[config.mk]
export PLATFORM = sky130hd
export DESIGN_NAME = eight_bit_alu_with_flags_unit
export DESIGN_NICKNAME = d
export VERILOG_FILES = /design/src/rtl/alu8f_pkg.sv /design/src/rtl/eight_bit_alu_with_flags_unit.sv
export VERILOG_INCLUDE_DIRS = /design/src /design/src/rtl
export SDC_FILE = /design/constraint.sdc
export NUM_CORES = 1
export LEC_CHECK = 0
export BUFFER_PORTS_ARGS = -buffer_cell sky130_fd_sc_hd__buf_2
export CORE_UTILIZATION = 50
export CTS_BUF_LIST = sky130_fd_sc_hd__clkbuf_4 sky130_fd_sc_hd__clkbuf_8
export CTS_CLUSTER_SIZE = 20
export DETAILED_ROUTE_END_ITERATION = 16
export PLACE_DENSITY = 0.84
export SLEW_MARGIN = 15
export SYNTH_ARGS = -nofsm -noshare
export SYNTH_HDL_FRONTEND = slang
export SYNTH_SLANG_ARGS = --single-unit
[constraint.sdc]
create_clock -name clk -period 3.8 [get_ports clk]
set_input_delay 0.38 -clock clk [delete_from_list [all_inputs] [get_ports clk]]
set_output_delay 0.38 -clock clk [all_outputs]
set_load 0.05 [all_outputs]
[src/rtl/assert_macros.svh]
// assertion macros used by eight_bit_alu_with_flags_unit
// no dependencies; expects clk and rst_n in the including scope
`ifndef ASSERT_MACROS_SVH
`define ASSERT_MACROS_SVH
`ifndef SYNTH
`define ASSERT_SAME(label, ante, cons) \
  label: assert property (@(posedge clk) disable iff (!rst_n) (ante) |-> (cons)) \
    else $error("assertion failed: same-cycle check");
`define ASSERT_NEXT(label, ante, cons) \
  label: assert property (@(posedge clk) disable iff (!rst_n) (ante) |=> (cons)) \
    else $error("assertion failed: next-cycle check");
`else
`define ASSERT_SAME(label, ante, cons)
`define ASSERT_NEXT(label, ante, cons)
`endif
`endif

[src/rtl/alu8f_pkg.sv]
// opcodes, constants and request/result types for the 8-bit flag alu
// no dependencies
package alu8f_pkg;

  localparam logic [3:0] OP_ADD = 4'd0;
  localparam logic [3:0] OP_ADC = 4'd1;
  localparam logic [3:0] OP_SUB = 4'd2;
  localparam logic [3:0] OP_SBC = 4'd3;
  localparam logic [3:0] OP_AND = 4'd4;
  localparam logic [3:0] OP_XOR = 4'd5;
  localparam logic [3:0] OP_OR  = 4'd6;
  localparam logic [3:0] OP_CP  = 4'd7;
  localparam logic [3:0] OP_INC = 4'd8;
  localparam logic [3:0] OP_DEC = 4'd9;
  localparam logic [3:0] OP_DAA = 4'd10;
  localparam logic [3:0] OP_CPL = 4'd11;
  localparam logic [3:0] OP_SCF = 4'd12;
  localparam logic [3:0] OP_CCF = 4'd13;

  localparam logic [7:0] DAA_HI_ADJ   = 8'h60;
  localparam logic [7:0] DAA_LO_ADJ   = 8'h06;
  localparam logic [7:0] DAA_HI_LIMIT = 8'h99;
  localparam logic [3:0] DAA_LO_LIMIT = 4'h9;

  typedef struct packed {
    logic [3:0] opcode;
    logic [7:0] accumulator;
    logic [7:0] second_value;
    logic       zero_in;
    logic       subtract_in;
    logic       half_carry_in;
    logic       carry_in;
  } alu_req_t;

  typedef struct packed {
    logic [7:0] result_value;
    logic       zero_out;
    logic       subtract_out;
    logic       half_carry_out;
    logic       carry_out;
  } alu_res_t;

endpackage

[src/rtl/eight_bit_alu_with_flags_unit.sv]
// 8-bit accumulator alu with z/n/h/c flags, request register, logic, result register
// depends on alu8f_pkg and assert_macros.svh
//
// One request is taken every clock: busy is never raised, so start may be held high
// for back-to-back operations. Each result passes through the request register and
// then the result register, and is shown for exactly one cycle with out_valid high;
// the receiver cannot stall it, so it must take every result in the cycle it is shown.
// The rate of one request per clock is set by the single combinational pass between
// the two registers.
`include "assert_macros.svh"

module eight_bit_alu_with_flags_unit (
  input  logic               clk,
  input  logic               rst_n,
  input  logic               start,
  output logic               busy,
  input  alu8f_pkg::alu_req_t in_data,
  output logic               out_valid,
  output alu8f_pkg::alu_res_t out_data
);

  logic                in_valid_r;
  alu8f_pkg::alu_req_t in_req_r;
  logic                out_valid_r;
  alu8f_pkg::alu_res_t out_res_r;
  alu8f_pkg::alu_res_t out_res_nxt;

  logic       cin;
  logic [8:0] add_sum;
  logic [4:0] add_half;
  logic [8:0] sub_diff;
  logic [4:0] sub_half;
  logic [7:0] daa_val;
  logic       daa_carry;

  assign busy = 1'b0;

  always_ff @(posedge clk) begin
    if (!rst_n) begin
      in_valid_r  <= 1'b0;
      out_valid_r <= 1'b0;
    end else begin
      in_valid_r  <= start && !busy;
      out_valid_r <= in_valid_r;
    end
  end

  always_ff @(posedge clk) begin
    if (start && !busy) begin
      in_req_r <= in_data;
    end
    if (in_valid_r) begin
      out_res_r <= out_res_nxt;
    end
  end

  // carry into the nine-bit sum and difference only for adc and sbc
  assign cin = (in_req_r.opcode == alu8f_pkg::OP_ADC || in_req_r.opcode == alu8f_pkg::OP_SBC)
               ? in_req_r.carry_in : 1'b0;

  assign add_sum  = {1'b0, in_req_r.accumulator} + {1'b0, in_req_r.second_value}
                    + {8'd0, cin};
  assign add_half = {1'b0, in_req_r.accumulator[3:0]} + {1'b0, in_req_r.second_value[3:0]}
                    + {4'd0, cin};
  assign sub_diff = {1'b0, in_req_r.accumulator} - {1'b0, in_req_r.second_value}
                    - {8'd0, cin};
  assign sub_half = {1'b0, in_req_r.accumulator[3:0]} - {1'b0, in_req_r.second_value[3:0]}
                    - {4'd0, cin};

  // decimal adjust after add or subtract
  always_comb begin
    daa_val   = in_req_r.accumulator;
    daa_carry = in_req_r.carry_in;
    if (!in_req_r.subtract_in) begin
      if (in_req_r.carry_in || in_req_r.accumulator > alu8f_pkg::DAA_HI_LIMIT) begin
        daa_val   = daa_val + alu8f_pkg::DAA_HI_ADJ;
        daa_carry = 1'b1;
      end
      if (in_req_r.half_carry_in || in_req_r.accumulator[3:0] > alu8f_pkg::DAA_LO_LIMIT) begin
        daa_val = daa_val + alu8f_pkg::DAA_LO_ADJ;
      end
    end else begin
      if (in_req_r.carry_in) begin
        daa_val = daa_val - alu8f_pkg::DAA_HI_ADJ;
      end
      if (in_req_r.half_carry_in) begin
        daa_val = daa_val - alu8f_pkg::DAA_LO_ADJ;
      end
    end
  end

  always_comb begin
    out_res_nxt.result_value   = in_req_r.accumulator;
    out_res_nxt.zero_out       = in_req_r.zero_in;
    out_res_nxt.subtract_out   = in_req_r.subtract_in;
    out_res_nxt.half_carry_out = in_req_r.half_carry_in;
    out_res_nxt.carry_out      = in_req_r.carry_in;
    unique case (in_req_r.opcode) inside
      alu8f_pkg::OP_ADD, alu8f_pkg::OP_ADC: begin
        out_res_nxt.result_value   = add_sum[7:0];
        out_res_nxt.zero_out       = (add_sum[7:0] == 8'd0);
        out_res_nxt.subtract_out   = 1'b0;
        out_res_nxt.half_carry_out = add_half[4];
        out_res_nxt.carry_out      = add_sum[8];
      end
      alu8f_pkg::OP_SUB, alu8f_pkg::OP_SBC: begin
        out_res_nxt.result_value   = sub_diff[7:0];
        out_res_nxt.zero_out       = (sub_diff[7:0] == 8'd0);
        out_res_nxt.subtract_out   = 1'b1;
        out_res_nxt.half_carry_out = sub_half[4];
        out_res_nxt.carry_out      = sub_diff[8];
      end
      alu8f_pkg::OP_CP: begin
        out_res_nxt.zero_out       = (sub_diff[7:0] == 8'd0);
        out_res_nxt.subtract_out   = 1'b1;
        out_res_nxt.half_carry_out = sub_half[4];
        out_res_nxt.carry_out      = sub_diff[8];
      end
      alu8f_pkg::OP_AND: begin
        out_res_nxt.result_value   = in_req_r.accumulator & in_req_r.second_value;
        out_res_nxt.zero_out       = ((in_req_r.accumulator & in_req_r.second_value) == 8'd0);
        out_res_nxt.subtract_out   = 1'b0;
        out_res_nxt.half_carry_out = 1'b1;
        out_res_nxt.carry_out      = 1'b0;
      end
      alu8f_pkg::OP_XOR: begin
        out_res_nxt.result_value   = in_req_r.accumulator ^ in_req_r.second_value;
        out_res_nxt.zero_out       = ((in_req_r.accumulator ^ in_req_r.second_value) == 8'd0);
        out_res_nxt.subtract_out   = 1'b0;
        out_res_nxt.half_carry_out = 1'b0;
        out_res_nxt.carry_out      = 1'b0;
      end
      alu8f_pkg::OP_OR: begin
        out_res_nxt.result_value   = in_req_r.accumulator | in_req_r.second_value;
        out_res_nxt.zero_out       = ((in_req_r.accumulator | in_req_r.second_value) == 8'd0);
        out_res_nxt.subtract_out   = 1'b0;
        out_res_nxt.half_carry_out = 1'b0;
        out_res_nxt.carry_out      = 1'b0;
      end
      alu8f_pkg::OP_INC: begin
        out_res_nxt.result_value   = in_req_r.second_value + 8'd1;
        out_res_nxt.zero_out       = (in_req_r.second_value == 8'hff);
        out_res_nxt.subtract_out   = 1'b0;
        out_res_nxt.half_carry_out = (in_req_r.second_value[3:0] == 4'hf);
      end
      alu8f_pkg::OP_DEC: begin
        out_res_nxt.result_value   = in_req_r.second_value - 8'd1;
        out_res_nxt.zero_out       = (in_req_r.second_value == 8'd1);
        out_res_nxt.subtract_out   = 1'b1;
        out_res_nxt.half_carry_out = (in_req_r.second_value[3:0] == 4'h0);
      end
      alu8f_pkg::OP_DAA: begin
        out_res_nxt.result_value   = daa_val;
        out_res_nxt.zero_out       = (daa_val == 8'd0);
        out_res_nxt.half_carry_out = 1'b0;
        out_res_nxt.carry_out      = daa_carry;
      end
      alu8f_pkg::OP_CPL: begin
        out_res_nxt.result_value   = ~in_req_r.accumulator;
        out_res_nxt.subtract_out   = 1'b1;
        out_res_nxt.half_carry_out = 1'b1;
      end
      alu8f_pkg::OP_SCF: begin
        out_res_nxt.subtract_out   = 1'b0;
        out_res_nxt.half_carry_out = 1'b0;
        out_res_nxt.carry_out      = 1'b1;
      end
      alu8f_pkg::OP_CCF: begin
        out_res_nxt.subtract_out   = 1'b0;
        out_res_nxt.half_carry_out = 1'b0;
        out_res_nxt.carry_out      = !in_req_r.carry_in;
      end
      default: begin
      end
    endcase
  end

  assign out_valid = out_valid_r;
  assign out_data  = out_res_r;

  `ASSERT_NEXT(a_req_to_stage, start && !busy, in_valid_r)
  `ASSERT_NEXT(a_stage_to_out, in_valid_r, out_valid_r)
  `ASSERT_SAME(a_cp_keeps_acc, out_valid_r && $past(in_req_r.opcode) == alu8f_pkg::OP_CP, out_res_r.result_value == $past(in_req_r.accumulator))

endmodule

==> flow_summary_export.csv, run 1 <==
group,metric,value,unit
floorplan,start_util,0.524,
logic_synthesis,synth_cell_types,63,
pwr,power_density,367,mW/mm^2
cells_and_area,nNetsFinal,549,
clock_tree,cts_resized,0,
critical_path,crit_family,"compound AO/OA/AOI/OAI gates",
cells_and_area,layout_commonest_cell,"nor2_1",
grt,grtUsageTotal,0.328,
grt,grt_remaining_overflow,0,
grt,grt_max_degree,35,
grt,grt_pass1_vias,3511,
cells_and_area,fin_util,0.577,
timing,min_period,3360,ps
floorplan,core_area,0.00733,mm^2
clock_tree,clk_pin_slew,90,ps
timing,worst_slew_pin_slew,761,ps
critical_path,critPathMaxStageDelay,540,ps
logic_synthesis,yosysSeqAreaShare,0.292,
timing,period_share,0.884,
route,route.detailed.drc,0,
route,drtIter0Drc,590,
cells_and_area,diodes,0,
logic_synthesis,ys_async_sr_fraction,0,
clock_tree,cts_hold_buf,0,
logic_synthesis,synth_seq_cells,38,
worst_hold_path,hold_path.class,"in -> reg",
critical_path,path_cells,"inv_1 -> fa_1 -> fa_1 -> o21a_1 -> nor2_1 -> o21ai_0 -> a31oi_1 -> xnor2_1 -> nor2_1 -> o32a_1",
pwr,power_frac_seq,0.353,
timing,slew_headroom,0.485,
floorplan,chipHeight,89.6,um
timing,holdWs,246,ps
cells_and_area,drive_gt1_frac,0.137,
critical_path,arrival,3420,ps
clock_tree,cts_root_buf,"clkbuf_8",
critical_path,path_max_fanout,9,
critical_path,critPathKind,"reg -> reg",
logic_synthesis,synth-main-ff-cell,"edfxtp_1",
grt,antenna_found_initial,1,
logic_synthesis,netlist_instances,448,
floorplan,die_w,89.6,um
clock_tree,clkSinkCount,38,
status,status,"finished clean",
pwr,cellInternalPower,0.903,mW
critical_path,cp_num_buf_inv,1,
clock_tree,post-cts-setup-buffers,0,
logic_synthesis,ys.warnings.count,0,
clock_tree,h-tree-depth,2,
cells_and_area,regArea,0.00112,mm^2
pwr,p_leak,1.69,nW
pwr,combPwrFrac,0.451,
grt,grt_pass1_wl,19100,um
critical_path,crit_path_end_kind,"flip-flop",
clock_tree,clock_latency,300,ps
timing,setup_viol,0,
pwr,clkPwrFrac,0.196,
cells_and_area,n_fill_cell,666,
logic_synthesis,synth_edf_count,36,
floorplan,dieArea,0.00803,mm^2
timing,clock-skew-final,12.6,ps
timing,drv_slew,0,
logic_synthesis,syn_nets,516,
route,wl,12400,um
clock_tree,tritoncts,"done",
timing,hold_viol,0,
place,io_buffer_count,39,
place,place_congestion,1.03,
cells_and_area,syn_to_final_growth,10.2,%
critical_path,critPathLaunchType,"flip-flop",
route,first_pass_iters,6,
critical_path,cp.required,3860,ps
floorplan,rows,31,
pwr,power_switching_share,0.418,
route,ant_nets,0,
route,wl_per_cell,21.4,um
job,maxCapViolCount,0,
critical_path,crit_slowest_cell,"edfxtp_1",
pwr,power_switching,0.648,mW
worst_hold_path,holdPathStages,1,
cells_and_area,multi_input_area,0.00248,mm^2
floorplan,ioPinCount,41,
timing,tns,0,ps
logic_synthesis,synthesis.area,0.00384,mm^2
pwr,power,1.55,mW
clock_tree,cts_buffers,5,
critical_path,worstSetupPathDepth,10,
cells_and_area,most-common-layout-cells,"40 x nor2_1, 39 x buf_2, 37 x ha_1, 36 x edfxtp_1, 34 x o21ai_0",
route,vias,3836,
timing,fmax,0.298,GHz
critical_path,worstRegToRegCells,10,
timing,rsz0062_at_grt,"false",
logic_synthesis,syn_avg_cell_area,8.57,um^2
clock_tree,cts_buffer_depth,2,
route,viasPerCell,6.60,
place,dp_hpwl,9360,um
pwr,ir_drop,0.160,mV
## flip-flops by register name, summed over array words and instances (netlist names)
signal      flops
in_req_r       24
out_data       12
in_valid_r      1
out_valid       1
## area by class of cell
cell class,count,share of cell area
clock buffers,6,0.0195
clock inverters,2,0.00296
inverters,34,0.0302
multi-input cells,351,0.586
flip-flops and latches,38,0.265
well taps,99,0.0293
repair buffers,51,0.0675
## final timing paths
check                 to  slack (ps)   startpoint
max reg2reg  out_data[0]         440  in_req_r[4]
max          out_data[0]         440  in_req_r[4]
min reg2reg  out_data[3]         690  in_req_r[3]
min          in_req_r[4]         250   in_data[4]
## power by group through the flow
stage | Clock, mW | Combinational, mW | Sequential, mW
global placement | 0 | 0.668 | 0.554
detailed placement | 0 | 0.672 | 0.555
CTS | 0.308 | 0.677 | 0.546
global route | 0.321 | 0.752 | 0.554
floorplan | 0 | 0.447 | 0.590
finish | 0.305 | 0.699 | 0.547
## through the flow
step | instance area (um^2) | std cells | worst slack, ps
after floorplan | 3840 | 448 | 244
after global placement | 4130 | 573 | 578
after detailed placement | 4130 | 573 | 515
after CTS | 4230 | 581 | 482
after global routing | 4230 | 581 | 281
final | 4230 | 581 | 441
## worst register-to-register path, cell delays in order (launching register included)
cell and delay, ps:
edfxtp_1 540, inv_1 190, fa_1 510, fa_1 450, o21a_1 200, nor2_1 220
o21ai_0 200, a31oi_1 250, xnor2_1 160, nor2_1 60, o32a_1 350
## Yosys cell counts (all sizes together) (6+ instances only)
| library cell | n | area, um^2 |
|---|---|---|
| nor2 | 40 | 150 |
| nand4 | 6 | 37.5 |
| mux2i | 7 | 70.1 |
| inv | 34 | 128 |
| edfxtp | 36 | 1080 |
| o22ai | 8 | 50.1 |
| o21ai | 35 | 175 |
| nand2b | 6 | 37.5 |
| ha | 37 | 463 |
| a21o | 6 | 45.0 |
| nor2b | 6 | 45.0 |
| a221oi | 6 | 52.6 |
| buf | 12 | 61.3 |
| clkbuf | 13 | 52.6 |
| nand2 | 26 | 97.6 |
| xor2 | 7 | 61.3 |
| nor3 | 13 | 65.1 |
| a21oi | 29 | 145 |
| nand3 | 11 | 55.1 |
| o211ai | 7 | 52.6 |
| xnor2 | 17 | 149 |
| a31oi | 8 | 56.3 |
## cell families (layout without fill, tap and decap cells)
group           count (synthesis)  count (layout)  synth area share
compound gates                139             139             0.240
simple gates                  136             136             0.181
buf+inv                        59              93            0.0629
fa+ha+maj                      41              41             0.141
flops                          38              38             0.292
xor+xnor                       24              24            0.0548
mux                            10              10            0.0271
other cells                     1               1          0.000977
## per-layer routing
| layer | global-route usage | vias to the layer above | share of wire |
|---|---|---|---|
| li1 | - | 1724 | - |
| met1 | 0.442 | 1758 | 0.40 |
| met2 | 0.507 | 289 | 0.44 |
| met3 | 0.0539 | 63 | 0.11 |
| met4 | 0.166 | 2 | 0.052 |
| met5 | 0 | - | 0.00089 |
(Power assumes the default switching activity.)
==> inputs of run 2 (changes only) <==
- ABC_AREA: unset -> 1
==> flow_summary_export.csv, run 2 <==
group,metric,value,unit
grt,grt_remaining_overflow,0,
route,ant_nets,0,
pwr,power_frac_seq,0.385,
timing,clock-skew-final,8.70,ps
pwr,power_switching_share,0.423,
critical_path,regToRegEndpoint,"out_data[8]",
clock_tree,cts_root_buf,"clkbuf_8",
clock_tree,clk_pin_slew,80,ps
floorplan,die_w,88.3,um
logic_synthesis,yosysSeqAreaShare,0.301,
timing,holdWs,250,ps
timing,rsz0062_at_grt,"false",
critical_path,arrival,3230,ps
logic_synthesis,netlist_top_cells_area,"edfxtp_1 29%, ha_1 12%, nand2_1 9.9%",
floorplan,start_util,0.516,
pwr,combPwrFrac,0.426,
timing,slew_headroom,0.594,
clock_tree,post-cts-setup-buffers,0,
timing,fmax,0.312,GHz
timing,period_share,0.843,
clock_tree,clock_latency,300,ps
worst_hold_path,worstHoldStart,"in_data[18]",
place,detailedPlace.worstSlack,626,ps
floorplan,ioPinCount,41,
place,place_congestion,1.05,
timing,setup_viol,0,
cells_and_area,most-common-layout-cells,"98 x nand2_1, 74 x inv_1, 39 x nand3_1, 39 x buf_2, 37 x ha_1",
logic_synthesis,synth-main-ff-cell,"edfxtp_1",
pwr,p_leak,1.93,nW
timing,min_period,3200,ps
clock_tree,cts_buffer_depth,2,
clock_tree,h-tree-depth,2,
logic_synthesis,synth_seq_cells,38,
floorplan,core_area,0.00721,mm^2
cells_and_area,largest_reg_flops,24,
clock_tree,cts_resized,0,
clock_tree,tritoncts,"done",
grt,grt_pass1_vias,3174,
cells_and_area,layout_commonest_cell,"nand2_1",
logic_synthesis,syn_avg_cell_area,7.57,um^2
cells_and_area,syn_to_final_growth,10.4,%
critical_path,startpoint,"in_req_r[22]",
logic_synthesis,syn_nets,560,
pwr,ir_drop,0.160,mV
timing,setup_slack,596,ps
pwr,clkPwrFrac,0.189,
pwr,power_density,350,mW/mm^2
route,first_pass_iters,6,
route,vias,3661,
critical_path,crit_path_end_kind,"flip-flop",
grt,grt_pass1_wl,16800,um
cells_and_area,drive_gt1_frac,0.138,
job,maxCapViolCount,0,
logic_synthesis,netlist_top_cells_count,"98 x nand2_1, 74 x inv_1, 39 x nand3_1, 37 x ha_1, 36 x edfxtp_1",
timing,tns,0,ps
floorplan,dieArea,0.00780,mm^2
pwr,cellInternalPower,0.830,mW
pwr,power_switching,0.610,mW
clock_tree,cts_hold_buf,0,
logic_synthesis,synthMostInstantiatedCell,"nand2_1",
pwr,power,1.44,mW
clock_tree,cts_buffers,5,
cells_and_area,nNetsFinal,603,
floorplan,rows,31,
place,io_buffer_count,39,
logic_synthesis,synth_cell_types,47,
cells_and_area,n_fill_cell,673,
timing,worst_slew_pin_slew,609,ps
logic_synthesis,synth_edf_count,36,
route,wl_per_cell,17.5,um
logic_synthesis,ys.warnings.count,0,
critical_path,critPathLaunchType,"flip-flop",
route,viasPerCell,5.77,
critical_path,path_max_fanout,4,
clock_tree,clkSinkCount,38,
floorplan,chipHeight,88.3,um
critical_path,critPathKind,"reg -> reg",
route,wl,11100,um
grt,grtUsageTotal,0.294,
worst_hold_path,hold_path.class,"in -> reg",
cells_and_area,fin_util,0.570,
route,drtIter0Drc,452,
critical_path,r2r_slack,600,ps
grt,antenna_found_initial,0,
critical_path,worstRegToRegCells,13,
cells_and_area,diodes,0,
worst_hold_path,holdPathStages,1,
route,route.detailed.drc,0,
logic_synthesis,ys_async_sr_fraction,0,
critical_path,cp.required,3820,ps
place,dp_hpwl,9080,um
logic_synthesis,synth_top_area_frac,0.290,
logic_synthesis,synth_top_area_cell,"edfxtp_1",
logic_synthesis,netlist_instances,492,
timing,drv_slew,0,
status,status,"finished clean",
grt,grt_max_degree,26,
timing,hold_viol,0,
logic_synthesis,synthesis.area,0.00372,mm^2
cells_and_area,largest_register,"in_req_r",
critical_path,critPathCapture,"out_data[8]",
critical_path,rr_startpoint,"in_req_r[22]",
## run 2: cell types whose count changed in the layout (fill, tap and decap cells not counted), moves of 7 or more
cell,change
nand2_1,+72
inv_1,+41
nand3_1,+28
xnor2_1,-12
buf_4,-11
mux2i_1,-7
## run 2: worst min path at each step
stage	endpoint	slack [ps]
after global placement	out_data[3]	560
after detailed placement	in_req_r[13]	560
after CTS	in_req_r[19]	250
after global routing	in_req_r[18]	250
after floorplan	in_valid_r	470
final	in_req_r[18]	250
## run 2: worst max-delay path: stages (launching register included)
cell      delay (ps)
edfxtp_1         460
nor2_1           160
inv_1             70
nor2_1           220
inv_1             90
fa_1             440
fa_1             430
o21ai_0          220
nand2_1          160
xor2_1           180
nand2_1           80
o21ai_0           80
nor3_1           220
o211ai_1         140
## run 2: power groups by stage
| stage | Sequential [mW] | Clock (mW) | Combinational [mW] |
|---|---|---|---|
| after floorplan | 0.601 | 0 | 0.392 |
| after detailed placement | 0.562 | 0 | 0.597 |
| after CTS | 0.553 | 0.273 | 0.599 |
| final | 0.554 | 0.272 | 0.614 |
| after global placement | 0.561 | 0 | 0.585 |
| after global routing | 0.560 | 0.287 | 0.670 |
## run 2: cell type report
cell class | count | area, um^2 | area share
multi-input cells | 370 | 2280 | 0.554
well taps | 99 | 124 | 0.0301
inverters | 80 | 300 | 0.0730
repair buffers | 40 | 203 | 0.0493
clock inverters | 3 | 16.3 | 0.00396
flip-flops and latches | 38 | 1120 | 0.273
clock buffers | 5 | 68.8 | 0.0167
## run 2: through the flow
step,instances,instance area [um^2]
finish,635,4110
floorplan,492,3720
global placement,627,4030
CTS,635,4110
global route,635,4110
detailed placement,627,4030
## run 2: metal layers
metal  vias to the layer above  GRT usage  wire (um)
met3                        27     0.0373        913
met5                         -          0          0
met2                       203      0.471       5050
met4                         0      0.114        406
met1                      1666      0.405       4760
li1                       1765          -          -
## run 2: cells by family (layout without fill, tap and decap cells)
logic type	Yosys count	in the layout	synth area share
other	1	1	0.00101
adder cells (fa/ha/maj)	41	41	0.146
AND/OR/NAND/NOR	222	222	0.282
AO/OA/AOI/OAI	91	91	0.148
XOR/XNOR	15	15	0.0353
buffers and inverters	84	128	0.0873
flip-flops	38	38	0.301
==> inputs of run 3 (changes only) <==
- ABC_AREA: 1 -> 0
- clock period: 3.8 -> 2.85 ns (I/O delays scaled with it)
==> flow_summary_export.csv, run 3 (synthesis results as in run 1) <==
group,metric,value,unit
status,status,"finished clean",
critical_path,startpoint,"in_req_r[22]",
grt,grtUsageTotal,0.335,
pwr,ir_drop,0.304,mV
clock_tree,tritoncts,"done",
critical_path,cp_num_buf_inv,0,
cells_and_area,layout_commonest_cell,"buf_4",
timing,clock-skew-final,11.6,ps
route,wl_per_cell,21.1,um
grt,antenna_found_initial,0,
timing,fmax,0.352,GHz
floorplan,dieArea,0.00803,mm^2
clock_tree,clock_latency,300,ps
clock_tree,cts_buffers,5,
job,maxCapViolCount,0,
route,route.detailed.drc,0,
cells_and_area,nNetsFinal,582,
floorplan,start_util,0.524,
cells_and_area,most-common-layout-cells,"44 x buf_4, 39 x buf_2, 38 x nor2_1, 37 x ha_1, 36 x edfxtp_1",
place,place_congestion,1.08,
cells_and_area,n_fill_cell,605,
floorplan,core_area,0.00733,mm^2
timing,rsz0062_at_grt,"true",
critical_path,critPathCapture,"out_data[0]",
pwr,p_leak,1.87,nW
critical_path,critPathMaxStageDelay,430,ps
clock_tree,cts_root_buf,"clkbuf_8",
timing,worst_slew_pin_slew,733,ps
route,first_pass_iters,6,
critical_path,crit_path_end_kind,"flip-flop",
grt,grt_pass1_wl,19400,um
grt,grt_remaining_overflow,0,
cells_and_area,largest_register,"in_req_r",
timing,slew_headroom,0.508,
critical_path,path_max_fanout,3,
critical_path,path_cells,"nor2_4 -> nand3_2 -> fa_2 -> fa_2 -> o21a_1 -> nor2_2 -> o21ai_2 -> a31oi_1 -> xnor2_1 -> nor2_1 -> o32a_1",
cells_and_area,drive_gt1_frac,0.222,
timing,tns,0,ps
critical_path,crit_path_frequent_cell,"fa_2",
critical_path,critPathKind,"reg -> reg",
route,vias,3942,
cells_and_area,largest_reg_flops,24,
timing,period_share,0.996,
timing,min_period,2840,ps
floorplan,ioPinCount,41,
floorplan,rows,31,
route,wl,12900,um
cells_and_area,diodes,0,
critical_path,worstRegToRegCells,11,
clock_tree,cts_hold_buf,0,
worst_hold_path,hold_path.class,"in -> reg",
clock_tree,post-cts-setup-buffers,0,
clock_tree,h-tree-depth,2,
critical_path,rr_startpoint,"in_req_r[22]",
critical_path,r2r_slack,10,ps
clock_tree,cts_buffer_depth,2,
critical_path,regToRegEndpoint,"out_data[0]",
route,ant_nets,0,
critical_path,arrival,2880,ps
route,viasPerCell,6.43,
critical_path,cp.required,2890,ps
floorplan,die_w,89.6,um
floorplan,chipHeight,89.6,um
timing,setup_viol,0,
critical_path,crit_family,"compound AO/OA/AOI/OAI gates",
grt,grt_pass1_vias,3596,
pwr,power_density,486,mW/mm^2
timing,drv_slew,0,
place,dp_hpwl,10100,um
cells_and_area,fin_util,0.624,
clock_tree,clk_pin_slew,80,ps
critical_path,crit_slowest_cell,"edfxtp_1",
clock_tree,clkSinkCount,38,
timing,hold_viol,0,
cells_and_area,syn_to_final_growth,19.2,%
route,drtIter0Drc,472,
critical_path,critPathLaunchType,"flip-flop",
place,io_buffer_count,39,
critical_path,worstSetupPathDepth,11,
grt,grt_max_degree,34,
[run 3: cell types whose count changed in the layout (fill, tap and decap cells not counted), moves of 5 or more]
cell      change
a21o_1        +5
and2_1        +5
nand2_1      -73
nand2b_1      +5
nand4_1       -6
xnor2_1      +12
and3_1        +5
nand3_1      -30
mux2i_1       +7
nor2b_1       +5
inv_1        -42
buf_4        +43
[run 3: routing by layer]
layer | track usage | wire length [um] | vias to the layer above
met5 | 0 | 0 | -
met4 | 0.192 | 826 | 0
met3 | 0.0622 | 1270 | 60
met2 | 0.519 | 5610 | 290
met1 | 0.440 | 5200 | 1798
li1 | - | - | 1794
[run 3: worst register-to-register path: stages, from the launching register on]
cell,delay [ps]
edfxtp_1,430
nor2_4,140
nand3_2,100
fa_2,370
fa_2,390
o21a_1,200
nor2_2,120
o21ai_2,100
a31oi_1,190
xnor2_1,140
nor2_1,60
o32a_1,360
[run 3: layout make-up]
| class | count | area, um^2 | share of cell area |
|---|---|---|---|
| Sequential cell | 38 | 1120 | 0.245 |
| Timing Repair Buffer | 84 | 546 | 0.119 |
| Clock inverter | 2 | 33.8 | 0.00738 |
| Inverter | 34 | 128 | 0.0279 |
| Tap cell | 99 | 124 | 0.0271 |
| Clock buffer | 5 | 68.8 | 0.0150 |
| Multi-Input combinational cell | 351 | 2560 | 0.559 |
[run 3: how the worst min path moves through the flow]
stage,from,endpoint,slack [ps],depth (start not counted)
CTS,in_data[17],in_req_r[17],160,1
floorplan,in_data[0],in_req_r[0],380,0
detailed placement,in_data[20],in_req_r[20],460,1
global placement,in_data[16],in_req_r[16],460,1
finish,in_data[17],in_req_r[17],150,1
global route,in_data[8],in_req_r[8],150,1
[run 3: timing repair]
item / 4_1_cts / 5_1_grt
pin swaps: 0 / 3
setup endpoints to repair: 1 / 7
gates resized for setup: 1 / 11
cloned: 0 / 0
endpoints found under the hold margin: 0 / 0
[run 3: where the power goes]
part / total (mW) / internal [mW] / leakage, nW / switching [mW]
Sequential: 0.708 / 0.672 / 0.363 / 0.0353
Clock: 0.450 / 0.253 / 0.0517 / 0.197
Combinational: 1.07 / 0.414 / 1.46 / 0.652
Total: 2.22 / 1.34 / 1.87 / 0.884
[run 3: stage by stage]
stage	setup WS (ps)	cell area, um^2	total power, mW	cells	hold slack [ps]
after floorplan	-164	3920	1.41	448	384
after global placement	97.4	4420	1.71	606	461
after detailed placement	19.7	4420	1.72	606	463
after CTS	16.8	4530	2.17	613	155
after global routing	-71.9	4580	2.32	613	149
final	12.3	4580	2.22	613	154
